===== src/sv/tet_pkg.sv =====
// ============================================================================
// tet_pkg
// Shared types and constants for the token expiry table: request and
// response transactions, table entry layout and memory port bundle.
// ============================================================================
package tet_pkg;

    // Table geometry
    localparam int ENTRIES  = 16;
    localparam int KEY_BITS = 32;
    localparam int IDX_W    = (ENTRIES > 1) ? $clog2(ENTRIES) : 1;
    localparam int CNT_W    = $clog2(ENTRIES + 1);

    // Field widths of the transactions
    localparam int MODE_W   = 2;
    localparam int TKEY_W   = 32;
    localparam int TIME_W   = 32;
    localparam int EXP_W    = TIME_W + 1;
    localparam int LIVE_W   = 5;
    localparam int STAT_W   = 2;

    // Request modes
    localparam logic [MODE_W-1:0] MODE_GEN   = 2'd0;
    localparam logic [MODE_W-1:0] MODE_RENEW = 2'd1;
    localparam logic [MODE_W-1:0] MODE_COUNT = 2'd2;

    // Response status codes
    localparam logic [STAT_W-1:0] ST_DONE       = 2'd0;
    localparam logic [STAT_W-1:0] ST_RENEW_MISS = 2'd1;
    localparam logic [STAT_W-1:0] ST_FULL       = 2'd2;

    typedef struct packed {
        logic [MODE_W-1:0] mode;
        logic [TKEY_W-1:0] token_key;
        logic [TIME_W-1:0] now;
    } t_req;

    typedef struct packed {
        logic [LIVE_W-1:0] live_count;
        logic [STAT_W-1:0] status;
    } t_rsp;

    // One stored table entry
    typedef struct packed {
        logic [KEY_BITS-1:0] key;
        logic [EXP_W-1:0]    expiry;
    } t_entry;

    // Control bundle from the sequencer to the entry memory
    typedef struct packed {
        logic             rd_en;
        logic [IDX_W-1:0] rd_addr;
        logic             wr_en;
        logic [IDX_W-1:0] wr_addr;
        t_entry           wr_data;
    } t_mem_req;

endpackage


===== src/sv/tet_mem.sv =====
// ============================================================================
// tet_mem
// Entry store for key and expiry: one write port, one read port with
// registered read data.
// ============================================================================
module tet_mem (
    input  logic              i_clk,
    input  tet_pkg::t_mem_req i_mem,
    output tet_pkg::t_entry   o_rd_data
);
    import tet_pkg::*;

    t_entry r_mem [ENTRIES];
    t_entry r_rd_data;

    // Write port
    always_ff @(posedge i_clk) begin
        if (i_mem.wr_en) begin
            r_mem[i_mem.wr_addr] <= i_mem.wr_data;
        end
    end

    // Read port
    always_ff @(posedge i_clk) begin
        if (i_mem.rd_en) begin
            r_rd_data <= r_mem[i_mem.rd_addr];
        end
    end

    assign o_rd_data = r_rd_data;

endmodule


===== src/sv/tet_ctrl.sv =====
// ============================================================================
// tet_ctrl
// Request sequencer: sweeps the entry memory once per request, retiring
// expired entries and locating the key and the lowest free slot, then
// writes the updated entry back and presents the response.
// ============================================================================
module tet_ctrl (
    input  logic                         i_clk,
    input  logic                         i_rst_n,
    input  logic                         i_req_valid,
    input  tet_pkg::t_req                i_req,
    output logic                         o_req_ready,
    input  logic [tet_pkg::TIME_W-1:0]   i_lifetime,
    output tet_pkg::t_mem_req            o_mem,
    input  tet_pkg::t_entry              i_rd_data,
    output logic                         o_rsp_valid,
    output tet_pkg::t_rsp                o_rsp,
    input  logic                         i_rsp_free
);
    import tet_pkg::*;

    typedef enum logic [1:0] {
        S_IDLE,
        S_SCAN,
        S_WRITE,
        S_DONE
    } t_state;

    t_state              r_state;
    t_req                r_req;
    logic [ENTRIES-1:0]  r_valid;
    logic [CNT_W-1:0]    r_live;
    logic [CNT_W-1:0]    r_issue;
    logic                r_chk_vld;
    logic [IDX_W-1:0]    r_chk_idx;
    logic                r_hit;
    logic [IDX_W-1:0]    r_hit_idx;
    logic                r_free;
    logic [IDX_W-1:0]    r_free_idx;
    logic [STAT_W-1:0]   r_status;

    logic                issue;
    logic                chk_valid;
    logic                retire;
    logic                key_match;
    logic [KEY_BITS-1:0] req_key;
    logic [EXP_W-1:0]    new_expiry;
    logic                do_update;
    logic                do_insert;
    logic                is_gen;
    logic                is_renew;

    // Sweep address issue and checks on returning read data
    assign req_key    = r_req.token_key[KEY_BITS-1:0];
    assign issue      = (r_state == S_SCAN) && (r_issue < CNT_W'(ENTRIES));
    assign chk_valid  = r_chk_vld && r_valid[r_chk_idx];
    assign retire     = chk_valid && (i_rd_data.expiry <= {1'b0, r_req.now});
    assign key_match  = chk_valid && !retire && (i_rd_data.key == req_key);

    // Write-back decision
    assign new_expiry = {1'b0, r_req.now} + {1'b0, i_lifetime};
    assign is_gen     = (r_req.mode == MODE_GEN);
    assign is_renew   = (r_req.mode == MODE_RENEW);
    assign do_update  = (r_state == S_WRITE) && (is_gen || is_renew) && r_hit;
    assign do_insert  = (r_state == S_WRITE) && is_gen && !r_hit && r_free;

    // Memory port
    always_comb begin
        o_mem.rd_en          = issue;
        o_mem.rd_addr        = r_issue[IDX_W-1:0];
        o_mem.wr_en          = do_update || do_insert;
        o_mem.wr_addr        = r_hit ? r_hit_idx : r_free_idx;
        o_mem.wr_data.key    = req_key;
        o_mem.wr_data.expiry = new_expiry;
    end

    // Sequencer, valid bits and live counter
    always_ff @(posedge i_clk) begin
        if (!i_rst_n) begin
            r_state   <= S_IDLE;
            r_valid   <= '0;
            r_live    <= '0;
            r_chk_vld <= 1'b0;
            r_issue   <= '0;
            r_hit     <= 1'b0;
            r_free    <= 1'b0;
        end else begin
            unique case (r_state)
                S_IDLE: begin
                    if (i_req_valid) begin
                        r_req     <= i_req;
                        r_issue   <= '0;
                        r_chk_vld <= 1'b0;
                        r_hit     <= 1'b0;
                        r_free    <= 1'b0;
                        r_state   <= S_SCAN;
                    end
                end
                S_SCAN: begin
                    r_chk_vld <= issue;
                    r_chk_idx <= r_issue[IDX_W-1:0];
                    if (issue) begin
                        r_issue <= r_issue + CNT_W'(1);
                    end
                    if (r_chk_vld) begin
                        if (retire) begin
                            r_valid[r_chk_idx] <= 1'b0;
                            r_live             <= r_live - CNT_W'(1);
                        end
                        if (key_match && !r_hit) begin
                            r_hit     <= 1'b1;
                            r_hit_idx <= r_chk_idx;
                        end
                        // free after ageing: empty or just retired
                        if ((!chk_valid || retire) && !r_free) begin
                            r_free     <= 1'b1;
                            r_free_idx <= r_chk_idx;
                        end
                        if (r_chk_idx == IDX_W'(ENTRIES - 1)) begin
                            r_state <= S_WRITE;
                        end
                    end
                end
                S_WRITE: begin
                    if (do_insert) begin
                        r_valid[r_free_idx] <= 1'b1;
                        r_live              <= r_live + CNT_W'(1);
                    end
                    if (is_gen && !r_hit && !r_free) begin
                        r_status <= ST_FULL;
                    end else if (is_renew && !r_hit) begin
                        r_status <= ST_RENEW_MISS;
                    end else begin
                        r_status <= ST_DONE;
                    end
                    r_state <= S_DONE;
                end
                S_DONE: begin
                    if (i_rsp_free) begin
                        r_state <= S_IDLE;
                    end
                end
                default: begin
                    r_state <= S_IDLE;
                end
            endcase
        end
    end

    assign o_req_ready     = (r_state == S_IDLE);
    assign o_rsp_valid     = (r_state == S_DONE);
    assign o_rsp.live_count = LIVE_W'(r_live);
    assign o_rsp.status     = r_status;

endmodule


===== src/sv/token_expiry_table.sv =====
// ============================================================================
// token_expiry_table
// Ageing table of token keys with expiry times: generate, renew and count
// requests, each answered by one response with the live count and a status.
// ============================================================================
//
//  channel   direction  handshake                    payload
//  request   in         i_req_valid / o_req_stall    i_req  (t_req)
//  response  out        o_rsp_valid / i_rsp_stall    o_rsp  (t_rsp)
//  config    in         i_cfg_valid / o_cfg_ready    i_cfg_lifetime
//
//  A request is accepted, then swept over the entry memory (one read per
//  cycle, with registered read data), written back, and its response
//  handed to the output register.
//  Reset is synchronous, active low; it empties the table and sets the
//  lifetime to 1. No memory clearing pass is needed: entry valid bits live
//  in flip-flops. A response waiting in the output register does not block the
//  next request; the sequencer only holds when that register is full and stalled.
//
module token_expiry_table (
    input  logic                       i_clk,
    input  logic                       i_rst_n,
    input  logic                       i_req_valid,
    output logic                       o_req_stall,
    input  tet_pkg::t_req              i_req,
    output logic                       o_rsp_valid,
    input  logic                       i_rsp_stall,
    output tet_pkg::t_rsp              o_rsp,
    input  logic                       i_cfg_valid,
    output logic                       o_cfg_ready,
    input  logic [tet_pkg::TIME_W-1:0] i_cfg_lifetime
);
    import tet_pkg::*;

    logic [TIME_W-1:0] r_lifetime;
    logic              r_out_valid;
    t_rsp              r_out;

    logic              req_ready;
    t_mem_req          mem_req;
    t_entry            rd_data;
    logic              rsp_valid;
    t_rsp              rsp;
    logic              rsp_free;

    // Lifetime register
    assign o_cfg_ready = 1'b1;

    always_ff @(posedge i_clk) begin
        if (!i_rst_n) begin
            r_lifetime <= TIME_W'(1);
        end else if (i_cfg_valid) begin
            r_lifetime <= i_cfg_lifetime;
        end
    end

    tet_ctrl u_ctrl (
        .i_clk       (i_clk),
        .i_rst_n     (i_rst_n),
        .i_req_valid (i_req_valid),
        .i_req       (i_req),
        .o_req_ready (req_ready),
        .i_lifetime  (r_lifetime),
        .o_mem       (mem_req),
        .i_rd_data   (rd_data),
        .o_rsp_valid (rsp_valid),
        .o_rsp       (rsp),
        .i_rsp_free  (rsp_free)
    );

    tet_mem u_mem (
        .i_clk     (i_clk),
        .i_mem     (mem_req),
        .o_rd_data (rd_data)
    );

    // Output register
    assign rsp_free = !r_out_valid || !i_rsp_stall;

    always_ff @(posedge i_clk) begin
        if (!i_rst_n) begin
            r_out_valid <= 1'b0;
        end else if (rsp_valid && rsp_free) begin
            r_out_valid <= 1'b1;
            r_out       <= rsp;
        end else if (!i_rsp_stall) begin
            r_out_valid <= 1'b0;
        end
    end

    assign o_req_stall = !req_ready;
    assign o_rsp_valid = r_out_valid;
    assign o_rsp       = r_out;

endmodule


===== config.mk =====
export PLATFORM = sky130hd
export DESIGN_NAME = token_expiry_table
export DESIGN_NICKNAME = d
export VERILOG_FILES = /design/src/sv/tet_pkg.sv /design/src/sv/tet_mem.sv /design/src/sv/tet_ctrl.sv /design/src/sv/token_expiry_table.sv
export SDC_FILE = /design/constraint.sdc
export NUM_CORES = 1
export LEC_CHECK = 0
export BUFFER_PORTS_ARGS = -buffer_cell sky130_fd_sc_hd__buf_4
export CAP_MARGIN = 10
export CORE_ASPECT_RATIO = 0.9
export CORE_MARGIN = 10
export CORE_UTILIZATION = 30
export CTS_BUF_LIST = sky130_fd_sc_hd__clkbuf_4 sky130_fd_sc_hd__clkbuf_8
export DETAILED_ROUTE_END_ITERATION = 6
export PLACE_DENSITY_LB_ADDON = 0.08
export SLEW_MARGIN = 40
export SYNTH_ARGS = -nofsm -noshare
export SYNTH_HDL_FRONTEND = slang
export SYNTH_SLANG_ARGS = --single-unit
export TNS_END_PERCENT = 20

===== constraint.sdc =====
create_clock -name i_clk -period 7.12 [get_ports i_clk]
set_input_delay 1.424 -clock i_clk [delete_from_list [all_inputs] [get_ports i_clk]]
set_output_delay 1.424 -clock i_clk [all_outputs]
set_load 0.03 [all_outputs]

# After elaboration in Yosys (flattened, before gate mapping)

Memories as Yosys holds them, arrays and structs flattened. A register that Yosys moved wholly into a read port is not among the register bits.
Cells that the tools add are included.

Bitwise operators: 3
Reductions and logical operators: 45
Add/sub/neg operators: 4
Equality and inequality tests: 16
Magnitude comparators: 6
Mux-type cells: 36

Operator list:

| operator                                                                 | number |
|---|---|
| 16-bit two-way mux                                                       | 3 |
| 32-bit by 32-bit adder with 33-bit output                                | 1 |
| 33-bit by 32-bit <= comparator with 1-bit output                         | 1 |
| 32-bit equality test                                                     | 1 |
| 16-bit case mux with 2 select lines                                      | 1 |
| 5-bit two-way mux                                                        | 5 |
| 4-bit AND reduction                                                      | 6 |
| 5-bit case mux with 2 select lines                                       | 2 |
| 1-bit logical AND                                                        | 18 |
| 16-bit bitwise AND                                                       | 1 |
| 16-bit inverter                                                          | 1 |
| 16-bit OR                                                                | 1 |
| 1-bit two-way mux                                                        | 13 |
| 2-bit by 1-bit inequality test with 1-bit output (second input constant) | 6 |
| 5-bit by 1-bit adder with 5-bit output (second input constant)           | 2 |
| 4-bit by 5-bit < comparator with 1-bit output (second input constant)    | 2 |
| 1-bit demux with 4-bit select                                            | 2 |
| 4-bit by 1-bit >= comparator with 1-bit output (second input constant)   | 2 |
| 2-bit two-way mux                                                        | 4 |
| 2-bit inequality test (second input constant)                            | 4 |
| 2-bit case mux with 4 select lines                                       | 1 |
| 2-bit AND reduction                                                      | 4 |
| 1-bit logical NOT                                                        | 7 |
| 1-bit case mux with 2 select lines                                       | 3 |
| 11 further kinds                                                         | 19 |

Flip-flop bits (word level): 151
Memory bits (writable): 1040
Logic and storage cells: 129
Output and inout bits: 10
Memories: 1
Bits of input ports: 103

Memories:

| memory      | words | bits a word | rd ports | clocked after Yosys merged registers in | wr ports | RTL line      | text |
|---|---|---|---|---|---|---|---|
| u_mem.r_mem | 16    | 65          | 1        | 1                                       | 1        | tet_mem.sv:13 | `t_entry r_mem [ENTRIES];` |

# Longest topological paths before layout

Gate-level depths: netlist of run 1.

Depth in word-level cells: 11
Depth in mapped cells: 12
Gate-level depth less buffers: 12

# Modules after synthesis

A second synthesis of run 1 with hierarchy kept.

Cell total of the unflattened synthesis: 2517
Area total of the unflattened synthesis: 49750.2 µm²

Modules (own cells, without submodules):

| module             | cells an instance | times used | area each (µm²) |
|---|---|---|---|
| tet_mem            | 1673              | 1          | 40894.2 |
| tet_ctrl           | 726               | 1          | 7348.3 |
| token_expiry_table | 118               | 1          | 1507.7 |

# Least setup slack after synthesis of run 1

OpenSTA, ideal clock, no wires.

Kind: reg2reg
Start point: register u_ctrl.r_state[1]
End point: register u_ctrl.r_issue[4]
Path slack: 2.477 ns
Data arrival time: 4.577 ns
Cell stages (with the launch flop): 8
Data required time: 7.054 ns
Cells stage by stage: dfxtp_1 inv_1 ha_1 clkbuf_1 nor2b_1 and3_1 a32oi_1 nor2b_1

RTL lines:

| element                | RTL line        | text |
|---|---|---|
| start, declared        | tet_ctrl.sv:29  | `t_state r_state;` |
| start signal, assigned | tet_ctrl.sv:80  | `r_state <= S_IDLE;` |
| start signal, assigned | tet_ctrl.sv:96  | `r_state <= S_SCAN;` |
| start signal, assigned | tet_ctrl.sv:120 | `r_state <= S_WRITE;` |
| end signal, assigned   | tet_ctrl.sv:103 | `r_issue <= r_issue + CNT_W'(1);` |
| end, declared          | tet_ctrl.sv:33  | `logic [CNT_W-1:0] r_issue;` |

# Worst setup path in the final report of run 1

Start point: register u_ctrl.r_state[0]
End point: memory u_mem.r_mem[14][58] in the netlist's numbering, enable pin

Cells in the longest elaborated chain, start to end: 7

Ends and longest elaborated chain:

| element                                   | RTL line                       | text |
|---|---|---|
| 2-bit equality test *                     | tet_ctrl.sv:64, tet_ctrl.sv:65 |  |
| 1-bit logical AND (3 in a row)            | tet_ctrl.sv:65                 | `assign do_insert = (r_state == S_WRITE) && is_gen && !r_hit && r_free;` |
| 1-bit logical OR *                        | tet_ctrl.sv:71                 | `o_mem.wr_en = do_update \|\| do_insert;` |
| 1-bit two-way mux *                       | tet_mem.sv:18                  | `if (i_mem.wr_en) begin` |
| 1-bit two-way mux (not written as such) * | tet_mem.sv:19                  | `r_mem[i_mem.wr_addr] <= i_mem.wr_data;` |
| end, declared                             | tet_mem.sv:13                  |  |

Every way passes the cells marked *; elsewhere a longest branch is shown, timed or not.

==> results of run 1 <==
==> metrics by stage <==
| stage | instances | hold WS, ns | power (mW) |
|---|---|---|---|
| after floorplan | 2311 | 0.4003 | 10.79 |
| after global placement | 4524 | 0.4169 | 11.68 |
| after detailed placement | 4532 | 0.4179 | 11.78 |
| after CTS | 4917 | 0.4253 | 18.43 |
| after global routing | 4919 | 0.4219 | 18.97 |
| final | 4920 | 0.4250 | 18.06 |
==> critical path: stages, from the launching register on <==
cell and delay, ns:
dfxtp_1 0.34, inv_1 0.11, ha_1 0.60, inv_1 0.30
nor3_1 0.73, nand2_1 0.46, nor2_4 0.63, buf_4 0.77
==> state kept, by name, summed over array words and instances, names as in the netlist, 2 cells and up <==
register,count
o_rsp,7
r_lifetime,32
u_ctrl.r_chk_idx,4
u_ctrl.r_free_idx,4
u_ctrl.r_hit_idx,4
u_ctrl.r_issue,5
u_ctrl.r_live,5
u_ctrl.r_req,34
u_ctrl.r_state,2
u_ctrl.r_status,2
u_ctrl.r_valid,16
u_ctrl.req_key,32
u_mem.o_rd_data,65
u_mem.r_mem,1040
==> worst max path at each step <==
stage / from / end
floorplan: u_ctrl.r_state[1] / u_ctrl.r_issue[4]
global placement: u_ctrl.r_req[8] / u_mem.r_mem[12][29]
detailed placement: u_ctrl.r_req[8] / u_mem.r_mem[12][29]
CTS: u_ctrl.r_req[8] / u_mem.r_mem[3][29]
global route: u_ctrl.r_state[0] / u_mem.r_mem[15][58]
finish: u_ctrl.r_state[0] / u_mem.r_mem[14][58]
==> logic make-up after synthesis <==
kind of cell,after synthesis
flip-flops,1256
multiplexers,363
AND/OR/NAND/NOR,227
AO/OA/AOI/OAI,177
buffers and inverters,150
adder cells (fa/ha/maj),75
XOR/XNOR,62
other,1
==> area by class of cell <==
type	instances	area, um^2
Clock buffer	298	3645
Timing Repair Buffer	172	1560
Clock inverter	87	621.8
Fill cell	15200	106100
Tap cell	2145	2684
Inverter	55	206.4
Multi-Input combinational cell	905	12030
Antenna cell	2	5.005
Sequential cell	1256	37090
==> power groups by stage <==
stage / clock network [mW] / registers [mW] / logic (mW)
2_1_floorplan: 0 / 8.98 / 1.81
3_3_place_gp: 0 / 9.10 / 2.59
3_5_place_dp: 0 / 9.10 / 2.69
4_1_cts: 6.78 / 8.95 / 2.70
5_1_grt: 7.10 / 8.98 / 2.89
6_report: 6.50 / 8.94 / 2.62
==> metal layers <==
layer,global-route usage (%),routed length (um),vias up
met5,0,0,-
met4,3.922,2532,0
met3,2.856,5369,217
met2,22.83,61220,518
met1,19.94,60690,12990
li1,-,-,10260
==> synthesized netlist by cell type, types with 3 or more instances <==
master    count  area share (%)
and3_1        6           0.076
nand2b_1     11            0.14
o211ai_1     10            0.15
o21bai_1      7            0.11
nand4_1      16            0.20
nor4_1       16            0.20
or3_1         4           0.051
buf_2         9           0.091
o21a_1        5           0.076
clkbuf_1     66            0.50
ha_1         73             1.9
nor2_1       44            0.33
xnor2_1      36            0.64
edfxtp_1   1192              73
a31oi_1       4           0.051
a21o_1       27            0.41
mux2i_1      33            0.67
or4_1         6           0.091
dfxtp_1      64             2.6
a211oi_1      7            0.11
o21ai_1      11            0.11
mux4_2      326              15
nor3_1        8           0.081
nor2b_1      40            0.51
and2_1        6           0.076
buf_1        17            0.13
o21ai_0      20            0.20
xor2_1       26            0.46
mux4_1        4            0.21
o31a_1        3           0.053
a21boi_1      3           0.046
nand3_1      11            0.11
inv_1        55            0.42
a21oi_1      42            0.43
nand2_1      49            0.37
o22ai_1      11            0.14
or2_2         3           0.038
==> flow_summary_export.csv, run 1 <==
group,metric,value,unit
detailed_routing,wirelength,129800,um
worst_hold_path,hold_end,"o_rsp[0]",
critical_path,r2r-end,"u_mem.r_mem[14][58]",
cells_and_area,design_area,0.05784,mm^2
floorplan,core_area,0.1639,mm^2
pwr,p_switching,4.686,mW
clock_tree,postCtsSetupBuffers,0,
global_route,grt_pass1_vias,26100,
sta,max_freq,228.5,MHz
clock_tree,clk_path_buf_depth,3,
synth,synth_edf_count,1192,
detailed_routing,routed_via_density,4.874,
synth,synthCells,2311,
synth,async_flop_share,0,%
synth,synth-main-ff-cell,"edfxtp_1",
sta,setup_slack,2.744,ns
pwr,powerDensity,312.2,mW/mm^2
clock_tree,clk_pin_slew,0.06,ns
clock_tree,cts_tree,"built",
cells_and_area,final_util,35.29,%
clock_tree,cts_max_level,4,
outcome,outcome,"finished clean",
synth,netlist_area,0.04936,mm^2
synth,synthDistinctLibCells,67,
clock_tree,cts_inserted_buffers,215,
sta,finalClockSkew,0.06253,ns
cells_and_area,drive_gt1_share,32.60,%
global_route,grt_max_degree,105,
cells_and_area,final_common_cell,"edfxtp_1",
pwr,seqPwrFrac,49.5,%
critical_path,rr_startpoint,"u_ctrl.r_state[0]",
sta,fin_crit_sh,61.46,%
cells_and_area,area_growth,17.19,%
floorplan,start_util,30.12,%
cells_and_area,final_cell_mix,"edfxtp_1 (1192), mux4_2 (326), clkbuf_8 (225)",
critical_path,startpoint_type,"register",
detailed_routing,detail-route-antenna-nets,0,
floorplan,dieArea,0.1812,mm^2
pwr,peakVddDrop,0.1753,mV
sta,layout_min_cycle_time,4.376,ns
floorplan,die_x,447.6,um
clock_tree,cts.sinks,1256,
synth,syn_area_per_cell,21.36,um^2
critical_path,worst-r2r-setup-slack,2.74,ns
synth,synthMuxAreaShare,15.76,%
cells_and_area,nets,2783,
global_route,grt_remaining_overflow,0,
sta,maxSlewViolCount,0,
detailed_routing,drt_first_pass_iters,4,
critical_path,crit_fanout,34,
sta,worst_slew_pin_slew,0.8788,ns
clock_tree,cts_hold_buf,0,
placed_design,post-dp-hpwl,69950,um
flow_run,cap_violations,0,
floorplan,io-pin-count,113,
synth,synthAdderAreaFrac,1.932,%
pwr,p_comb_share,14.5,%
synth,syn-num-nets,2489,
synth,synth_xor_area_share,1.100,%
sta,hold_viol_final,0,
clock_tree,cts_root_buf,"clkbuf_8",
detailed_routing,detail_route.wl_per_cell,26.39,um
sta,relSlewSlack,40.96,%
floorplan,row_count,141,
placed_design,placed_area,0.05352,mm^2
pwr,intPower,13.37,mW
clock_tree,insertion_delay,0.93,ns
sta,setup_viol,0,
critical_path,r2r.worst_path.cells,7,
floorplan,die_h,404.8,um
clock_tree,ctsResizeCount,0,
critical_path,end_kind,"register",
sta,rsz0062_at_grt,"false",
synth,synth-simple-area-share,2.411,%
sta,setup_tns,0,ns
synth,ys_warn_count,0,
placed_design,port-buffer-count,111,
synth,synth_seq_area_share,75.12,%
detailed_routing,dr_total_vias,23980,
worst_hold_path,hold_path.class,"register to register",
global_route,grt_pass1_wl,188400,um
critical_path,critical_path_class,"register to register",
detailed_routing,drtIter0Drc,1477,
global_route,grt_antenna_before_repair,4,
global_route,grt_use_total,14.32,%
worst_hold_path,hp-start,"u_ctrl.r_status[0]",
worst_hold_path,whs_path_depth,0,
critical_path,cp.arrival,4.90,ns
placed_design,dp_slack,2.654,ns
placed_design,gp_congestion,0.7226,
synth,ys_ff_latch,1256,
detailed_routing,drc,0,
critical_path,required,7.65,ns
pwr,switching_share,25.95,%
pwr,clkPwrFrac,36.0,%
pwr,p_leak,18.41,nW
synth,synth_compound_area_share,2.482,%
synth,synth_top_family_by_area,"multiplexers",
Note: power is estimated with default switching activity, not from simulation.
==> inputs of run 2 (changes only) <==
Settings changed: ABC_AREA set to 1.
Clock period 7.12 ns to 4.5 ns, I/O delays scaled along.
==> run 2 against run 1 <==
  * Die area grew 5.4%
  * Via count grew 31%
  * First-iteration DRC count up 46%
  * Largest power group unchanged
  * Highest routed layer is now met5
==> flow_summary_export.csv, run 2 <==
group,metric,value,unit
placed_design,post-dp-hpwl,84850,um
synth,synth_seq_area_share,71.11,%
floorplan,io-pin-count,113,
critical_path,critical_path.slowest_cell,"o21ai_0",
synth,synth_top_family_by_area,"compound AO/OA/AOI/OAI gates",
synth,syn_area_per_cell,13.28,um^2
critical_path,cp.depth,11,
outcome,outcome,"finished clean",
pwr,p_switching,8.907,mW
pwr,total_power,30.15,mW
synth,netlist.area_leader.share,68.65,%
detailed_routing,drtIter0Drc,2156,
synth,yosysMostFrequentCell,"edfxtp_1",
cells_and_area,final_common_cell,"edfxtp_1",
detailed_routing,drc,0,
pwr,peakVddDrop,0.2080,mV
placed_design,placed_area,0.05650,mm^2
clock_tree,cts_inserted_buffers,214,
sta,maxSlewViolCount,0,
pwr,seqPwrFrac,47.3,%
clock_tree,clk_path_buf_depth,3,
pwr,switching_share,29.55,%
synth,synthMuxAreaShare,4.991,%
cells_and_area,fillers,16920,
global_route,grt_use_total,15.67,%
clock_tree,cts_hold_buf,0,
synth,synth-main-ff-cell,"edfxtp_1",
floorplan,dieArea,0.1909,mm^2
synth,synth_edf_count,1192,
critical_path,crit_end,"u_mem.r_mem[14][22]",
sta,max_freq,270.5,MHz
detailed_routing,routed_via_density,4.752,
synth,netlist_area,0.05214,mm^2
global_route,grt_pass1_vias,31570,
synth,syn-num-nets,4103,
critical_path,crit_fanout,16,
critical_path,worst-path-buf-inv,1,
cells_and_area,largest_reg_flops,1040,
pwr,p_leak,20.75,nW
detailed_routing,dr_total_vias,31340,
clock_tree,postCtsSetupBuffers,0,
critical_path,cpPeakStageDelay,0.69,ns
floorplan,row_count,145,
synth,synth_top_area_cell,"edfxtp_1",
clock_tree,insertion_delay,0.93,ns
flow_run,cap_violations,0,
sta,worst_slew_pin_slew,0.8917,ns
synth,synthAdderAreaFrac,1.829,%
critical_path,critPathLaunch,"u_ctrl.r_req[0]",
synth,synth-simple-area-share,4.754,%
global_route,grt_pass1_wl,222700,um
critical_path,worst-r2r-setup-slack,0.80,ns
critical_path,startpoint_type,"register",
synth,synth_compound_area_share,11.81,%
synth,ys_ff_latch,1256,
critical_path,r2r-end,"u_mem.r_mem[14][22]",
placed_design,port-buffer-count,111,
clock_tree,clk_pin_slew,0.07,ns
clock_tree,cts_tree,"built",
critical_path,path_cells,"ha_1 -> inv_1 -> fa_1 -> o21ai_2 -> a21oi_1 -> o21ai_0 -> a21oi_1 -> o21bai_1 -> nand2_1 -> nand3_1 -> nand2_1",
clock_tree,cts_root_buf,"clkbuf_8",
critical_path,cp.arrival,4.19,ns
detailed_routing,drt_first_pass_iters,6,
pwr,intPower,21.24,mW
worst_hold_path,hold_path.class,"input pin to register",
pwr,p_comb_share,19.2,%
sta,finalClockSkew,0.04572,ns
sta,rsz0062_at_grt,"false",
critical_path,critical_path_class,"register to register",
sta,relSlewSlack,40.05,%
clock_tree,cts.sinks,1256,
sta,hold_viol_final,0,
sta,fin_crit_sh,82.14,%
floorplan,start_util,30.09,%
synth,synthCells,3925,
critical_path,crit_family,"compound AO/OA/AOI/OAI gates",
clock_tree,cts_max_level,4,
floorplan,die_h,415.5,um
synth,async_flop_share,0,%
detailed_routing,detail-route-antenna-nets,0,
synth,ys_top_cells_by_count,"edfxtp_1 (1192), o21ai_0 (435), inv_1 (413)",
sta,setup_viol,0,
synth,ys_warn_count,0,
placed_design,gp_congestion,0.7541,
global_route,grt_remaining_overflow,0,
synth,synthDistinctLibCells,52,
critical_path,end_kind,"register",
critical_path,required,4.99,ns
global_route,grt_max_degree,114,
floorplan,die_x,459.5,um
critical_path,r2r.worst_path.cells,11,
floorplan,core_area,0.1733,mm^2
cells_and_area,area_growth,16.37,%
pwr,clkPwrFrac,33.6,%
synth,synth_xor_area_share,0.7055,%
detailed_routing,detail_route.wl_per_cell,23.24,um
global_route,grt_antenna_before_repair,7,
clock_tree,ctsResizeCount,0,
cells_and_area,final_cell_mix,"edfxtp_1 (1192), o21ai_0 (434), inv_1 (410)",
sta,layout_min_cycle_time,3.696,ns
pwr,powerDensity,496.8,mW/mm^2
cells_and_area,design_area,0.06068,mm^2
cells_and_area,regMostFlops,"u_mem.r_mem",
sta,fin_hold_ws,0.1571,ns
synth,synth.area.top_cells,"edfxtp_1 (69%), mux2i_1 (5.0%), o21ai_0 (4.2%), o211ai_1 (3.8%), a21oi_1 (3.1%)",
critical_path,rr_startpoint,"u_ctrl.r_req[0]",
detailed_routing,wirelength,153200,um
cells_and_area,nets,4325,
cells_and_area,drive_gt1_share,14.10,%
==> run 2: cell types whose count changed in the layout (fill, tap and decap cells not counted), sizes merged, moves of 13 or more <==
cell    previous run  this run
clkbuf           298       311
a21o              27         5
nor2              44       176
inv               60       421
mux2i             33       260
nor2b             40         1
buf              172       214
o21ai             31       442
a21oi             44       329
mux4             330         0
nand3             11        96
xnor2             36        13
nand2             50       280
o211ai            11       262
==> run 2: worst min-delay path by stage <==
| stage | from | cells past startpoint | slack (ns) | endpoint |
|---|---|---|---|---|
| 6_report | i_req[36] | 1 | 0.16 | u_ctrl.req_key[4] |
| 5_1_grt | i_req[36] | 1 | 0.06 | u_ctrl.req_key[4] |
| 4_1_cts | i_req[36] | 1 | 0.04 | u_ctrl.req_key[4] |
| 2_1_floorplan | u_ctrl.r_status[0] | 0 | 0.40 | o_rsp[0] |
| 3_3_place_gp | u_ctrl.r_status[1] | 0 | 0.42 | o_rsp[1] |
| 3_5_place_dp | u_ctrl.r_status[0] | 0 | 0.43 | o_rsp[0] |
==> run 2: per-layer routing <==
layer  track usage [%]  vias up  share of wire [%]
li1                  -    14870                  -
met1             23.12    15570                 50
met2             23.78      681                 44
met3             2.872      218                4.4
met4             3.558        4                1.7
met5                 0        -              0.012
==> run 2: kinds of logic after synthesis <==
family	Yosys count
other	1
xor gates and xnor gates	42
DFF	1256
muxes	260
adders and majority gates	75
AOI/OAI and AO/OA	1076
buffers and inverters	625
and+or+nand+nor	590
==> run 2: cell type report <==
class | instances | area [um^2] | area share, %
Antenna cell | 4 | 10.01 | 0.01650
Clock buffer | 311 | 3755 | 6.188
Inverter | 417 | 1583 | 2.609
Sequential cell | 1256 | 37090 | 61.13
Multi-Input combinational cell | 2044 | 12910 | 21.28
Tap cell | 2278 | 2850 | 4.697
Clock inverter | 71 | 377.9 | 0.6228
Timing Repair Buffer | 214 | 2098 | 3.458
==> run 2: power by group through the flow <==
stage / combinational [mW] / sequential [mW] / clock [mW]
final: 5.78 / 14.2 / 10.1
after global routing: 6.46 / 14.3 / 11.1
after CTS: 5.89 / 14.3 / 10.5
after detailed placement: 5.86 / 14.5 / 0
after global placement: 5.80 / 14.5 / 0
after floorplan: 3.84 / 14.4 / 0
==> run 2: through the flow <==
step / TNS [ns] / utilization, % / setup WS (ns) / instances
floorplan: -93.19 / - / -0.08960 / 3925
CTS: 0 / 34.99 / 0.9219 / 6591
finish: 0 / 35.02 / 0.8037 / 6595
global placement: 0 / 32.54 / 1.016 / 6208
detailed placement: 0 / 32.61 / 0.9430 / 6209
global route: 0 / 35.02 / 0.4973 / 6594
